`config.mk`:
```
export PLATFORM = sky130hd
export DESIGN_NAME = scpa_queue
export DESIGN_NICKNAME = d
export VERILOG_FILES = /design/src/scpa_pkg.sv /design/src/scpa_queue.sv
export SDC_FILE = /design/constraint.sdc
export NUM_CORES = 1
export LEC_CHECK = 0
export BUFFER_PORTS_ARGS = -buffer_cell sky130_fd_sc_hd__buf_2
export CAP_MARGIN = 20
export CORE_MARGIN = 3
export CORE_UTILIZATION = 58
export CTS_BUF_LIST = sky130_fd_sc_hd__clkbuf_16
export DETAILED_ROUTE_END_ITERATION = 8
export PLACE_DENSITY = 0.85
export SKIP_LAST_GASP = 1
export SLEW_MARGIN = 40
export SYNTH_ARGS = -nofsm -noshare
export SYNTH_HDL_FRONTEND = slang
export SYNTH_SLANG_ARGS = --single-unit
```
`constraint.sdc`:
```
create_clock -name clk -period 4.22 [get_ports clk]
set_clock_uncertainty 0.05 [all_clocks]
set_input_delay 0.844 -clock clk [delete_from_list [all_inputs] [get_ports clk]]
set_output_delay 0.844 -clock clk [all_outputs]
set_load 0.05 [all_outputs]
```
`src/scpa_pkg.sv`:
```
package scpa_pkg;

	localparam int ANGLE_W         = 24;
	localparam int OUT_W           = 16;
	localparam int ANGLE_FRAC_BITS = 16;
	localparam int OUT_FRAC_BITS   = 15;

	// internal fixed point: unsigned, 30 fraction bits
	localparam int QB  = 30;
	localparam int M_W = 31;

	// shifted angle magnitude and number of quotient bits of angle / (pi/2)
	localparam int A_W   = ANGLE_W + QB - ANGLE_FRAC_BITS;
	localparam int QUO_W = A_W - QB;

	localparam logic [M_W-1:0] HALF_PI_Q = 31'd1686629713;
	localparam logic [23:0]    C5_Q      = 24'd8619999;
	localparam logic [27:0]    C3_MAG_Q  = 28'd178892904;

	localparam int QUEUE_DEPTH_DEF = 4;

	typedef struct packed {
		logic           sneg;
		logic           cneg;
		logic [M_W-1:0] ms;
		logic [M_W-1:0] mc;
	} fold_t;

	typedef struct packed {
		logic full;
		logic empty;
	} q_stat_t;

endpackage

```
`src/scpa_queue.sv`:
```
module scpa_queue #(
	parameter int DEPTH = scpa_pkg::QUEUE_DEPTH_DEF
) (
	input  logic              clk,
	input  logic              arst_n,
	input  logic              push,
	input  scpa_pkg::fold_t   push_data,
	input  logic              pop,
	output scpa_pkg::fold_t   head,
	output scpa_pkg::q_stat_t stat
);
	import scpa_pkg::*;

	localparam int PTR_W = (DEPTH > 1) ? $clog2(DEPTH) : 1;
	localparam int CNT_W = $clog2(DEPTH + 1);

	fold_t            mem_q [DEPTH];
	logic [PTR_W-1:0] wr_ptr_q;
	logic [PTR_W-1:0] rd_ptr_q;
	logic [CNT_W-1:0] cnt_q;

	always_ff @(posedge clk or negedge arst_n) begin
		if (!arst_n) begin
			wr_ptr_q <= '0;
			rd_ptr_q <= '0;
			cnt_q    <= '0;
		end else begin
			if (push) begin
				wr_ptr_q <= (wr_ptr_q == PTR_W'(DEPTH - 1)) ? '0 : wr_ptr_q + 1'b1;
			end
			if (pop) begin
				rd_ptr_q <= (rd_ptr_q == PTR_W'(DEPTH - 1)) ? '0 : rd_ptr_q + 1'b1;
			end
			if (push && !pop) begin
				cnt_q <= cnt_q + 1'b1;
			end else if (pop && !push) begin
				cnt_q <= cnt_q - 1'b1;
			end
		end
	end

	always_ff @(posedge clk) begin
		if (push) begin
			mem_q[wr_ptr_q] <= push_data;
		end
	end

	assign head       = mem_q[rd_ptr_q];
	assign stat.full  = cnt_q == CNT_W'(DEPTH);
	assign stat.empty = cnt_q == '0;

endmodule

```
==> reports/results.ini <==
[global_routing]
grt_pass1_wl_um = 26300
grt_usage_pct = 18.7
grt_pass1_vias = 4752
grt_max_degree = 42
grt_overflow_total = 0
antenna_found_initial = 2

[yosys]
syn_inst = 371
avgSynthCellArea_um2 = 26.0
ys_seq_elements = 263
syn_area_mm2 = 0.00965
synth_warnings = 0
ys_seq_area_share_pct = 81.5
synth.distinct_cells = 19
mappedNetlistNets = 446

[power_and_ir_drop]
power_density_mw_per_mm2 = 787
p_total_mw = 9.08
p_leak_nw = 4.01
ir_drop_v = 0.000569

[critical_path]
crit_slowest_cell = dfrtp_4
cp.required_ns = 3.33
path_cells = buf_12, buf_4, mux4_2, buf_2
worstSetupPathType = reg2out
critical_path.max_fanout = 27
arrival_ns = 2.47
end_kind = primary output
critical-path-max-stage-delay_ns = 0.60
startpoint_type = flop

[status]
outcome = finished clean

[clocking]
cts_buffers = 26
cts_num_sinks = 263
clockRootBuffer = clkbuf_16
post_cts_resized = 0
h-tree-depth = 1
hold_buffers = 0
post_cts_buffers = 0
path_clk_slew_ns = 0.06
clk_latency_ns = 0.50
cts_tree = built
cts_max_path_buffers = 3

[timing]
setup_tns_ns = 0
setup_viol = 0
hold_ws_ns = 0.109
fin_crit_sh_pct = 79.8
maxSlewHeadroom_pct = 70.2
finalHoldViolCount = 0
max_freq_mhz = 297
maxSlewViolCount = 0
tightest_slew_ns = 0.446
min_period_ns = 3.37
rsz0062_at_grt = no

[finish]
drive_above_1_share_pct = 46.3
utilization_pct = 71.9
synthToLayoutAreaGrowth_pct = 19.7
final_nets = 606

[routing]
postRouteAntennaNets = 0
post-route-drc-count = 0
detail_route.wl_per_cell_um = 21.6
routed_wl_um = 16600
dr_total_vias = 4369
via_per_inst = 5.69
drt_first_pass_iters = 4
drt_iter0_drc = 308

[run]
max-cap-violations = 0

[floorplan]
core_mm2 = 0.0161
die_area_mm2 = 0.0182
dieHeight_um = 135
ios = 134
initial_core_util_pct = 60.1
die_width_um = 135
rows = 46

[placed_design]
place_hpwl_um = 10500
globalplace.congestion = 0.699
portBuffers = 133

[hold_path]
hp-class = in2async

[worst max-delay path: cells and delay by family, from the launching register on]
kind	cells	cell delay, ns
buffers and inverters	3	0.78
DFF	1	0.60
muxes	1	0.54
[state kept, by name (all words and copies together), names as in the netlist]
| register | flops |
|---|---|
| cnt_q | 3 |
| mem_q | 256 |
| rd_ptr_q | 2 |
| wr_ptr_q | 2 |
[where the power goes]
part | leakage (nW) | switching (mW) | total, mW | internal, mW
registers | 2.43 | 0.204 | 3.56 | 3.35
clock network | 0.421 | 0.892 | 2.17 | 1.28
logic | 1.15 | 2.27 | 3.35 | 1.08
total | 4.01 | 3.37 | 9.08 | 5.71
[final cells by class]
type	count	area (um^2)
repair buffers	146	888
fillers	930	4510
diodes	1	2.50
flip-flops and latches	263	7870
multi-input cells	90	1670
inverters	4	15.0
clock buffers	27	676
well taps	216	270
clock inverters	21	151
[cells in the final DEF, fill, tap and decap left out, types with 3 or more instances in the layout]
master,Yosys,routed
and2_4,0,4
buf_12,0,10
buf_2,6,133
buf_4,2,3
clkbuf_16,0,27
clkinv_1,0,7
clkinv_2,0,4
dfrtp_1,7,5
edfxtp_1,256,256
ha_1,6,6
inv_1,4,9
mux2_2,3,3
mux4_2,64,64
nor2_1,3,3
[synth_stat cells, drive strengths merged]
master | instances | area (um^2)
o21ai | 2 | 10.0
ha | 6 | 75.1
nand2 | 2 | 7.51
and2 | 4 | 25.0
xnor2 | 1 | 8.76
mux4 | 64 | 1440
nor3b | 1 | 7.51
edfxtp | 256 | 7690
clkbuf | 1 | 3.75
nor3 | 1 | 5.00
dfrtp | 7 | 175
inv | 4 | 15.0
xor2 | 2 | 17.5
nor2 | 3 | 11.3
fa | 1 | 20.0
buf | 13 | 101
mux2 | 3 | 33.8
[path summary, 6_finish.rpt]
| kind | start | end | slack (ns) | cells past startpoint |
|---|---|---|---|---|
| worst max-delay path | rd_ptr_q[0]$_DFFE_PN0P_ | head[37] | 0.85 | 4 |
| worst min-delay path | arst_n | wr_ptr_q[0]$_DFFE_PN0P_ | 0.11 | 1 |
| worst max register to register | wr_ptr_q[0]$_DFFE_PN0P_ | mem_q[0][21]$_DFFE_PP_ | 2.57 | 4 |
| worst min register to register | cnt_q[2]$_DFFE_PN0P_ | cnt_q[2]$_DFFE_PN0P_ | 0.45 | 1 |
| max in group asynchronous | arst_n | rd_ptr_q[1]$_DFFE_PN0P_ | 3.84 | 1 |
| min in group clk | cnt_q[2]$_DFFE_PN0P_ | cnt_q[2]$_DFFE_PN0P_ | 0.45 | 1 |
[metrics by stage]
step | std cells | worst slack (ns) | area [um^2]
global placement | 709 | 1.18 | 10500
CTS | 766 | 0.624 | 11500
floorplan | 371 | 1.39 | 9650
finish | 768 | 0.854 | 11500
detailed placement | 718 | 1.18 | 10700
global route | 767 | 0.688 | 11500
[kinds of logic (layout without fill, tap and decap cells)]
family,Yosys count,in the layout,share of synthesized area [%]
adder cells (fa/ha/maj),7,7,0.986
other,0,1,0
XOR/XNOR,3,3,0.272
multiplexers,67,67,15.3
AND/OR/NAND/NOR,11,11,0.584
flip-flops,263,263,81.5
buffers and inverters,18,198,1.25
AO/OA/AOI/OAI,2,2,0.104
[routing by layer]
metal / vias to the layer above / wire length [um] / track usage [%]
met4: 4 / 245 / 3.86
li1: 1911 / - / -
met5: - / 27 / 0
met1: 2271 / 6640 / 26.0
met3: 29 / 1220 / 4.58
met2: 154 / 8430 / 31.2
(Power assumes the default switching activity.)
