===== src/scpa_pkg.sv =====
package scpa_pkg;

	localparam int ANGLE_W         = 24;
	localparam int OUT_W           = 16;
	localparam int ANGLE_FRAC_BITS = 16;
	localparam int OUT_FRAC_BITS   = 15;

	// internal fixed point: unsigned, 30 fraction bits
	localparam int QB  = 30;
	localparam int M_W = 31;

	// shifted angle magnitude and number of quotient bits of angle / (pi/2)
	localparam int A_W   = ANGLE_W + QB - ANGLE_FRAC_BITS;
	localparam int QUO_W = A_W - QB;

	localparam logic [M_W-1:0] HALF_PI_Q = 31'd1686629713;
	localparam logic [23:0]    C5_Q      = 24'd8619999;
	localparam logic [27:0]    C3_MAG_Q  = 28'd178892904;

	localparam int QUEUE_DEPTH_DEF = 4;

	typedef struct packed {
		logic           sneg;
		logic           cneg;
		logic [M_W-1:0] ms;
		logic [M_W-1:0] mc;
	} fold_t;

	typedef struct packed {
		logic full;
		logic empty;
	} q_stat_t;

endpackage


===== src/scpa_if.sv =====
interface scpa_in_if;
	import scpa_pkg::*;

	logic                      valid;
	logic                      ready;
	logic signed [ANGLE_W-1:0] angle;

	modport source (output valid, output angle, input ready);
	modport sink (input valid, input angle, output ready);
endinterface



===== src/scpa_front.sv =====
module scpa_front (
	input  logic            clk,
	input  logic            arst_n,
	scpa_in_if.sink         angle_ch,
	output logic            push,
	output scpa_pkg::fold_t push_data,
	input  logic            full
);
	import scpa_pkg::*;

	logic                 adv;
	logic [ANGLE_W-1:0]   raw;
	logic [ANGLE_W-1:0]   mag;
	logic                 v_s    [0:QUO_W];
	logic                 neg_s  [0:QUO_W];
	logic [1:0]           quad_s [0:QUO_W];
	logic [A_W-1:0]       rem_s  [0:QUO_W];
	logic [M_W-1:0]       m;
	logic [M_W-1:0]       m_mirror;
	logic [1:0]           q;

	// hold the whole front while its last word waits for queue space
	assign adv            = !v_s[QUO_W] || !full;
	assign angle_ch.ready = adv;

	assign raw = angle_ch.angle;
	assign mag = raw[ANGLE_W-1] ? (~raw + 1'b1) : raw;

	always_ff @(posedge clk or negedge arst_n) begin
		if (!arst_n) begin
			v_s[0] <= 1'b0;
		end else if (adv) begin
			v_s[0] <= angle_ch.valid;
		end
	end

	always_ff @(posedge clk) begin
		if (adv) begin
			neg_s[0]  <= raw[ANGLE_W-1];
			quad_s[0] <= 2'b00;
			rem_s[0]  <= A_W'(mag) << (QB - ANGLE_FRAC_BITS);
		end
	end

	// restoring reduction by pi/2, one quotient bit per stage; 2pi is exactly
	// four times pi/2, so the low two quotient bits are the quadrant
	for (genvar k = 0; k < QUO_W; k++) begin : g_div
		localparam int             J   = QUO_W - 1 - k;
		localparam logic [A_W-1:0] DIV = A_W'(HALF_PI_Q) << J;

		logic       ge;
		logic [1:0] qn;

		assign ge = rem_s[k] >= DIV;
		assign qn = ge ? (quad_s[k] | 2'(1 << J)) : quad_s[k];

		always_ff @(posedge clk or negedge arst_n) begin
			if (!arst_n) begin
				v_s[k+1] <= 1'b0;
			end else if (adv) begin
				v_s[k+1] <= v_s[k];
			end
		end

		always_ff @(posedge clk) begin
			if (adv) begin
				neg_s[k+1]  <= neg_s[k];
				quad_s[k+1] <= qn;
				rem_s[k+1]  <= ge ? (rem_s[k] - DIV) : rem_s[k];
			end
		end
	end

	// fold: mirror sine in odd quadrants, cosine in even ones
	assign m        = rem_s[QUO_W][M_W-1:0];
	assign q        = quad_s[QUO_W];
	assign m_mirror = HALF_PI_Q - m;

	assign push           = v_s[QUO_W] && !full;
	assign push_data.ms   = q[0] ? m_mirror : m;
	assign push_data.mc   = q[0] ? m : m_mirror;
	assign push_data.sneg = neg_s[QUO_W] ^ q[1];
	assign push_data.cneg = q[1] ^ q[0];

endmodule


===== src/flat_wrapper.sv =====
// flat-port wrapper written by rule: the top's interface ports become plain ports
module scpa_front_flat import scpa_pkg::*;
  (clk, arst_n, push, push_data, full, angle_ch_valid, angle_ch_angle, angle_ch_ready);
  scpa_in_if angle_ch_i ();
  input  logic clk;
  input  logic arst_n;
  output logic push;
  output scpa_pkg::fold_t push_data;
  input  logic full;
  input wire logic [$bits(angle_ch_i.valid)-1:0] angle_ch_valid;
  input wire logic [$bits(angle_ch_i.angle)-1:0] angle_ch_angle;
  output wire logic [$bits(angle_ch_i.ready)-1:0] angle_ch_ready;
  assign angle_ch_i.valid = angle_ch_valid;
  assign angle_ch_i.angle = angle_ch_angle;
  assign angle_ch_ready = angle_ch_i.ready;
  scpa_front u_core (.clk(clk), .arst_n(arst_n), .angle_ch(angle_ch_i), .push(push), .push_data(push_data), .full(full));
endmodule

===== config.mk =====
export PLATFORM = sky130hd
export DESIGN_NAME = scpa_front_flat
export DESIGN_NICKNAME = d
export VERILOG_FILES = /design/src/scpa_pkg.sv /design/src/scpa_if.sv /design/src/scpa_front.sv /design/src/flat_wrapper.sv
export SDC_FILE = /design/constraint.sdc
export NUM_CORES = 1
export LEC_CHECK = 0
export BUFFER_PORTS_ARGS = -buffer_cell sky130_fd_sc_hd__buf_2
export CAP_MARGIN = 20
export CORE_MARGIN = 2
export CORE_UTILIZATION = 60
export CTS_CLUSTER_SIZE = 20
export DETAILED_ROUTE_END_ITERATION = 12
export GPL_TIMING_DRIVEN = 0
export PLACE_DENSITY = 0.79
export SETUP_SLACK_MARGIN = 0.5
export SLEW_MARGIN = 30
export SYNTH_ARGS = -nofsm -noshare
export SYNTH_HDL_FRONTEND = slang
export SYNTH_SLANG_ARGS = --single-unit

===== constraint.sdc =====
create_clock -name clk -period 11.65 [get_ports clk]
set_input_delay 1.165 -clock clk [delete_from_list [all_inputs] [get_ports clk]]
set_output_delay 1.165 -clock clk [all_outputs]
set_load 0.1 [all_outputs]

==> results.txt, run 1 <==
status -> finished clean
commonest non-fill, non-tap cell in the layout -> edfxtp_1
initial antenna violation count -> 0
fin crit period -> 4600 ps
post-synthesis cell count -> 1,542
Multi-input gate area -> 0.00752 mm2
GRT Resource Usage Total -> 20.5%
Reg area -> 0.00920 mm2
port bufs -> 93
Seq/Total Area, Yosys -> 53.8%
Clock Skew -> 12.4 ps
Critical Path Source Type -> flop
DR WL/cell -> 15.1 um
max cap viols -> 0
crit-path max FO -> 4
Synth-to-Final Area Change -> 12.6%
Hold Path Class -> reg2reg
final hold vios -> 0
CTS Buffer Depth -> 3
final cell count without fillers -> 2,078
final setup violation count -> 0
Fin Setup TNS -> 0 ps
CTS tree -> built
Clock Latency Late Sink -> 570 ps
first-pass GRT wire length -> 51,200 um
Mapped Avg Cell Area -> 11.1 um2
Core Area -> 0.0279 mm2
Final Cycle Share -> 39.5%
Arrival @ worst endpoint -> 3440 ps
Residual DRC -> 0
Slew Viols, Final -> 0
number of routed nets with antenna violations -> 0
CTS H-tree depth -> 1
share of cells above drive strength 1 -> 12.4%
CTS Buf Count -> 31
Initial Utilization -> 61.3%
std cell rows -> 61
hold_ws -> 424 ps
routed vias/inst -> 5.73
TritonRoute pass-1 iters -> 5
Max Freq -> 217 MHz
Die Ht -> 173 um
nets -> 1,715
grt ovf -> 0
largest net degree at the start of global routing -> 53
ys async rst share -> 2.92%
n_diodes -> 0
commonest non-fill, non-tap cells in the layout -> edfxtp_1 (299), xnor2_1 (183), nand2_1 (133)
Synth Warn # -> 0
hold_buf cts -> 0
Setup Crit Path Kind -> reg2out
Detailed Place HPWL -> 23,400 um
WL final -> 31,300 um
endpoint type of the worst setup path -> output pin
Post-synth EDFFs -> 299
Worst-Margin Slew -> 1010 ps
Final Wtd Congestion -> 0.995
Clock Tree Root -> clkbuf_16
vias in the first global route -> 11.8k
Syn Nets -> 1,582
Chip Width -> 173 um
I/O pin cnt -> 94
max_slew headroom -> 32.4%
RSZ-0062 raised after global routing -> false
crit-path cells -> o31a_1 > o21ai_0 > a21boi_1 > o31ai_1 > inv_1 > or3_1 > xnor2_1 > buf_2
CTS sink count -> 308
Worst path max stage delay -> 540 ps
filler instances -> 1,994
mapped cell area -> 0.0171 mm2
predominant post-synthesis flop cell -> edfxtp_1
dpl cells -> 2,020
Critical-path top delay cell -> o31ai_1
clk slew on worst S/H paths -> 60 ps
CTS resizes -> 0
CP Data Required Time -> 10,490 ps
#FFs+latches synth -> 308
Post-CTS Setup Repair Bufs -> 0
die area -> 0.0299 mm2
First DRT Iteration DRCs -> 543
library cells used by synthesis -> 76
DR vias -> 11.9k
[path summary, 6_finish.rpt]
path                                     start                   to  slack [ps]  cells past startpoint
setup / recovery            u_core.rem_s[4][2]        push_data[57]        7050                      8
hold / removal             u_core.quad_s[7][1]  u_core.quad_s[8][1]         420                      0
setup reg to reg            u_core.rem_s[1][6]  u_core.rem_s[1][51]        8400                     10
hold reg to reg            u_core.quad_s[7][1]  u_core.quad_s[8][1]         420                      0
max in group asynchronous               arst_n        u_core.v_s[0]       11050                      1
min in group asynchronous               arst_n        u_core.v_s[4]         430                      1
[logic make-up (layout without fill, tap and decap cells)]
| kind of cell | Yosys count | in the layout | share of synthesized area (%) |
|---|---|---|---|
| and+or+nand+nor | 528 | 528 | 15.7 |
| xor gates and xnor gates | 313 | 313 | 16.0 |
| DFF | 308 | 308 | 53.8 |
| AOI/OAI and AO/OA | 274 | 274 | 10.6 |
| buffers and inverters | 96 | 254 | 2.35 |
| adders and majority gates | 12 | 12 | 0.877 |
| muxes | 11 | 11 | 0.724 |
[state kept, by name, summed over array words and instances (netlist names)]
signal / flops
u_core.rem_s: 287
u_core.v_s: 9
u_core.neg_s: 9
u_core.quad_s: 3
[critical path, delay by kind of cell (launching register included)]
family	cells	cell delay [ps]
buf+inv	2	550
xor+xnor	1	130
compound gates	4	1440
simple gates	1	340
flops	1	410
[routing by layer]
| layer | up-vias | part of all wire [%] | global-route usage, % |
|---|---|---|---|
| li1 | 5886 | - | - |
| met1 | 5564 | 33 | 16.9 |
| met2 | 331 | 58 | 44.7 |
| met3 | 131 | 3.6 | 2.40 |
| met4 | 0 | 5.4 | 11.7 |
| met5 | - | 0 | 0 |
[metrics by stage]
stage | instance area [um2] | utilization [%] | setup WS (ps)
finish | 19300 | 69.0 | 7050
detailed placement | 18200 | 65.2 | 7640
floorplan | 17100 | - | 2240
CTS | 19300 | 69.0 | 7020
global placement | 18100 | 64.6 | -525
global route | 19300 | 69.0 | 6830
[cell type report]
class,instances,share of cell area [%]
sequential,308,47.8
tap,378,2.45
inverter,48,0.935
clock inverter,23,1.40
clock buffer,35,4.10
timing repair buffer,100,3.18
multi-input combinational,1138,39.0
buffer,48,1.15
[synthesized netlist by cell type (all sizes together) (10+ instances only)]
library cell / instances / share of area (%)
o31ai: 11 / 0.48
or3: 14 / 0.54
nor4: 26 / 1.1
nand3: 38 / 1.1
a21o: 12 / 0.53
mux2: 11 / 0.72
o21ai: 70 / 2.1
ha: 12 / 0.88
a31oi: 12 / 0.44
o211ai: 11 / 0.51
xnor2: 183 / 9.4
nand2: 134 / 2.9
edfxtp: 299 / 52
xor2: 130 / 6.7
nand3b: 12 / 0.53
nand4: 21 / 0.77
o21a: 17 / 0.79
or2: 10 / 0.37
or4: 13 / 0.61
clkbuf: 32 / 0.70
and3: 11 / 0.40
nor3: 48 / 1.4
a21oi: 68 / 2.0
inv: 48 / 1.1
buf: 16 / 0.59
and2: 17 / 0.62
nor2: 124 / 2.8
nand2b: 24 / 0.88
Power of run 1 is not shown: default switching activity piles up to over one toggle a cycle in this logic, so the estimate is an artifact.
==> inputs of run 2 (changes only) <==
==> constraint.sdc (replaced) <==
create_clock -name clk -period 4.4 [get_ports clk]
set_input_delay 0.44 -clock clk [delete_from_list [all_inputs] [get_ports clk]]
set_output_delay 0.44 -clock clk [all_outputs]
set_load 0.1 [all_outputs]
==> run 2 against run 1 <==
  * Highest routed layer unchanged
  * Final cell count down 0.19%
  * Worst hold slack got worse by 280 ps
  * Register-to-register slack got worse by 7300 ps
  * Via count is 0.79% lower
  * Critical path type unchanged
  * Sequential share of layout area grew 0.29 points
  * First-iteration DRC count up 13%
  * Cell area fell by 0.61%
  * Non-clock buffer count fell by 3
  * Count of clock-buffer cells in the layout is 13 higher
==> results.txt, run 2 (synthesis results as in run 1) <==
status -> finished clean
Slew Viols, Final -> 0
Clock Latency Late Sink -> 510 ps
RSZ-0062 raised after global routing -> true
Critical Path Source Type -> flop
CP delay by family, top -> compound AO/OA/AOI/OAI gates
Arrival @ worst endpoint -> 3300 ps
GRT Resource Usage Total -> 20.9%
crit path to -> push_data[57]
Final Cycle Share -> 85.0%
TritonRoute pass-1 iters -> 5
CTS Buf Count -> 34
Clock Tree Root -> clkbuf_16
Critical path buffers and inverters -> 2
endpoint type of the worst setup path -> output pin
die area -> 0.0299 mm2
r2r setup slk -> 1130 ps
Final Wtd Congestion -> 0.982
final hold vios -> 0
port bufs -> 93
r2r worst-path depth -> 10
Chip Width -> 173 um
routed vias/inst -> 5.70
max_slew headroom -> 33.8%
share of cells above drive strength 1 -> 11.9%
Die Ht -> 173 um
grt ovf -> 0
Final Util -> 68.6%
CP Data Required Time -> 3960 ps
DR WL/cell -> 15.1 um
CTS sink count -> 308
crit-path max FO -> 4
CP startpoint -> u_core.rem_s[4][2]
std cell rows -> 61
r2r endpoint -> u_core.rem_s[1][60]
Worst path depth -> 8
Residual DRC -> 0
Core Area -> 0.0279 mm2
DR vias -> 11.8k
CTS Buffer Depth -> 3
Worst path max stage delay -> 470 ps
largest net degree at the start of global routing -> 96
Max Freq -> 267 MHz
Detailed Place HPWL -> 23,000 um
Biggest register -> u_core.rem_s
number of routed nets with antenna violations -> 0
max reg flops -> 287
CTS H-tree depth -> 2
commonest non-fill, non-tap cell in the layout -> edfxtp_1
Hold Path Class -> in2reg
Worst-Margin Slew -> 988 ps
nets -> 1,715
n_diodes -> 0
First DRT Iteration DRCs -> 616
commonest non-fill, non-tap cells in the layout -> edfxtp_1 (299), xnor2_1 (183), nand2_1 (133)
I/O pin cnt -> 94
initial antenna violation count -> 0
first-pass GRT wire length -> 51,800 um
vias in the first global route -> 11.7k
max cap viols -> 0
Critical-path top delay cell -> o31ai_1
largest registers -> u_core.rem_s: 287 flops, u_core.neg_s: 9 flops, u_core.v_s: 9 flops
WL final -> 31,300 um
final setup violation count -> 0
filler instances -> 2,003
fin crit period -> 3740 ps
Synth-to-Final Area Change -> 11.9%
FF-to-FF Start -> u_core.rem_s[1][6]
Initial Utilization -> 61.3%
Clock Skew -> 22.6 ps
CTS tree -> built
clk slew on worst S/H paths -> 60 ps
crit-path cells -> o31a_1 > o21ai_0 > a21boi_1 > o31ai_1 > inv_1 > or3_1 > xnor2_1 > buf_2
Setup Crit Path Kind -> reg2out
## run 2: repair_timing
| item | in CTS | in global routing |
|---|---|---|
| endpoints found under the hold margin | 9 | 0 |
| buffers inserted | 0 | 0 |
| gates resized for setup | 0 | 4 |
| hold buffers | 1 | 0 |
| setup endpoints to repair | 0 | 5 |
## run 2: worst min path at each step
stage                       from                   to  slack, ps  cells after the start
2_1_floorplan             arst_n        u_core.v_s[0]        140                      0
3_3_place_gp              arst_n        u_core.v_s[6]        300                      1
3_5_place_dp              arst_n        u_core.v_s[5]        300                      1
4_1_cts        angle_ch_angle[0]  u_core.rem_s[0][14]        130                      1
5_1_grt        angle_ch_angle[0]  u_core.rem_s[0][14]        130                      1
6_report       angle_ch_angle[0]  u_core.rem_s[0][14]        140                      1
## run 2: stage by stage
step,instances,hold slack [ps],instance area [um2],setup TNS (ps),worst slack (ps)
finish,2074,142,19200,0,661
global route,2074,127,19200,0,455
CTS,2074,125,19100,0,594
detailed placement,2016,304,18200,0,1120
global placement,2013,295,18100,-38.9,-38.9
floorplan,1542,144,17100,0,536
## run 2: final cells by class
type                    count  area [um2]  area share, %
repair buffers             97         568           2.97
plain buffers              48         221           1.16
multi-input cells        1138        7530           39.3
well taps                 378         473           2.47
clock buffers              48         935           4.88
inverters                  48         180          0.941
clock inverters             9        45.0          0.235
flip-flops and latches    308        9200           48.1
## run 2: layer usage
layer  wire length, um  up-vias  track usage (%)  share of wire (%)
met5                 0        -                0                  0
met4              1770        0             12.6                5.6
met3              1160      130             2.97                3.7
met2             18000      332             44.2                 57
met1             10400     5467             17.6                 33
li1                  -     5889                -                  -
Power of run 2 is left out for the same reason.
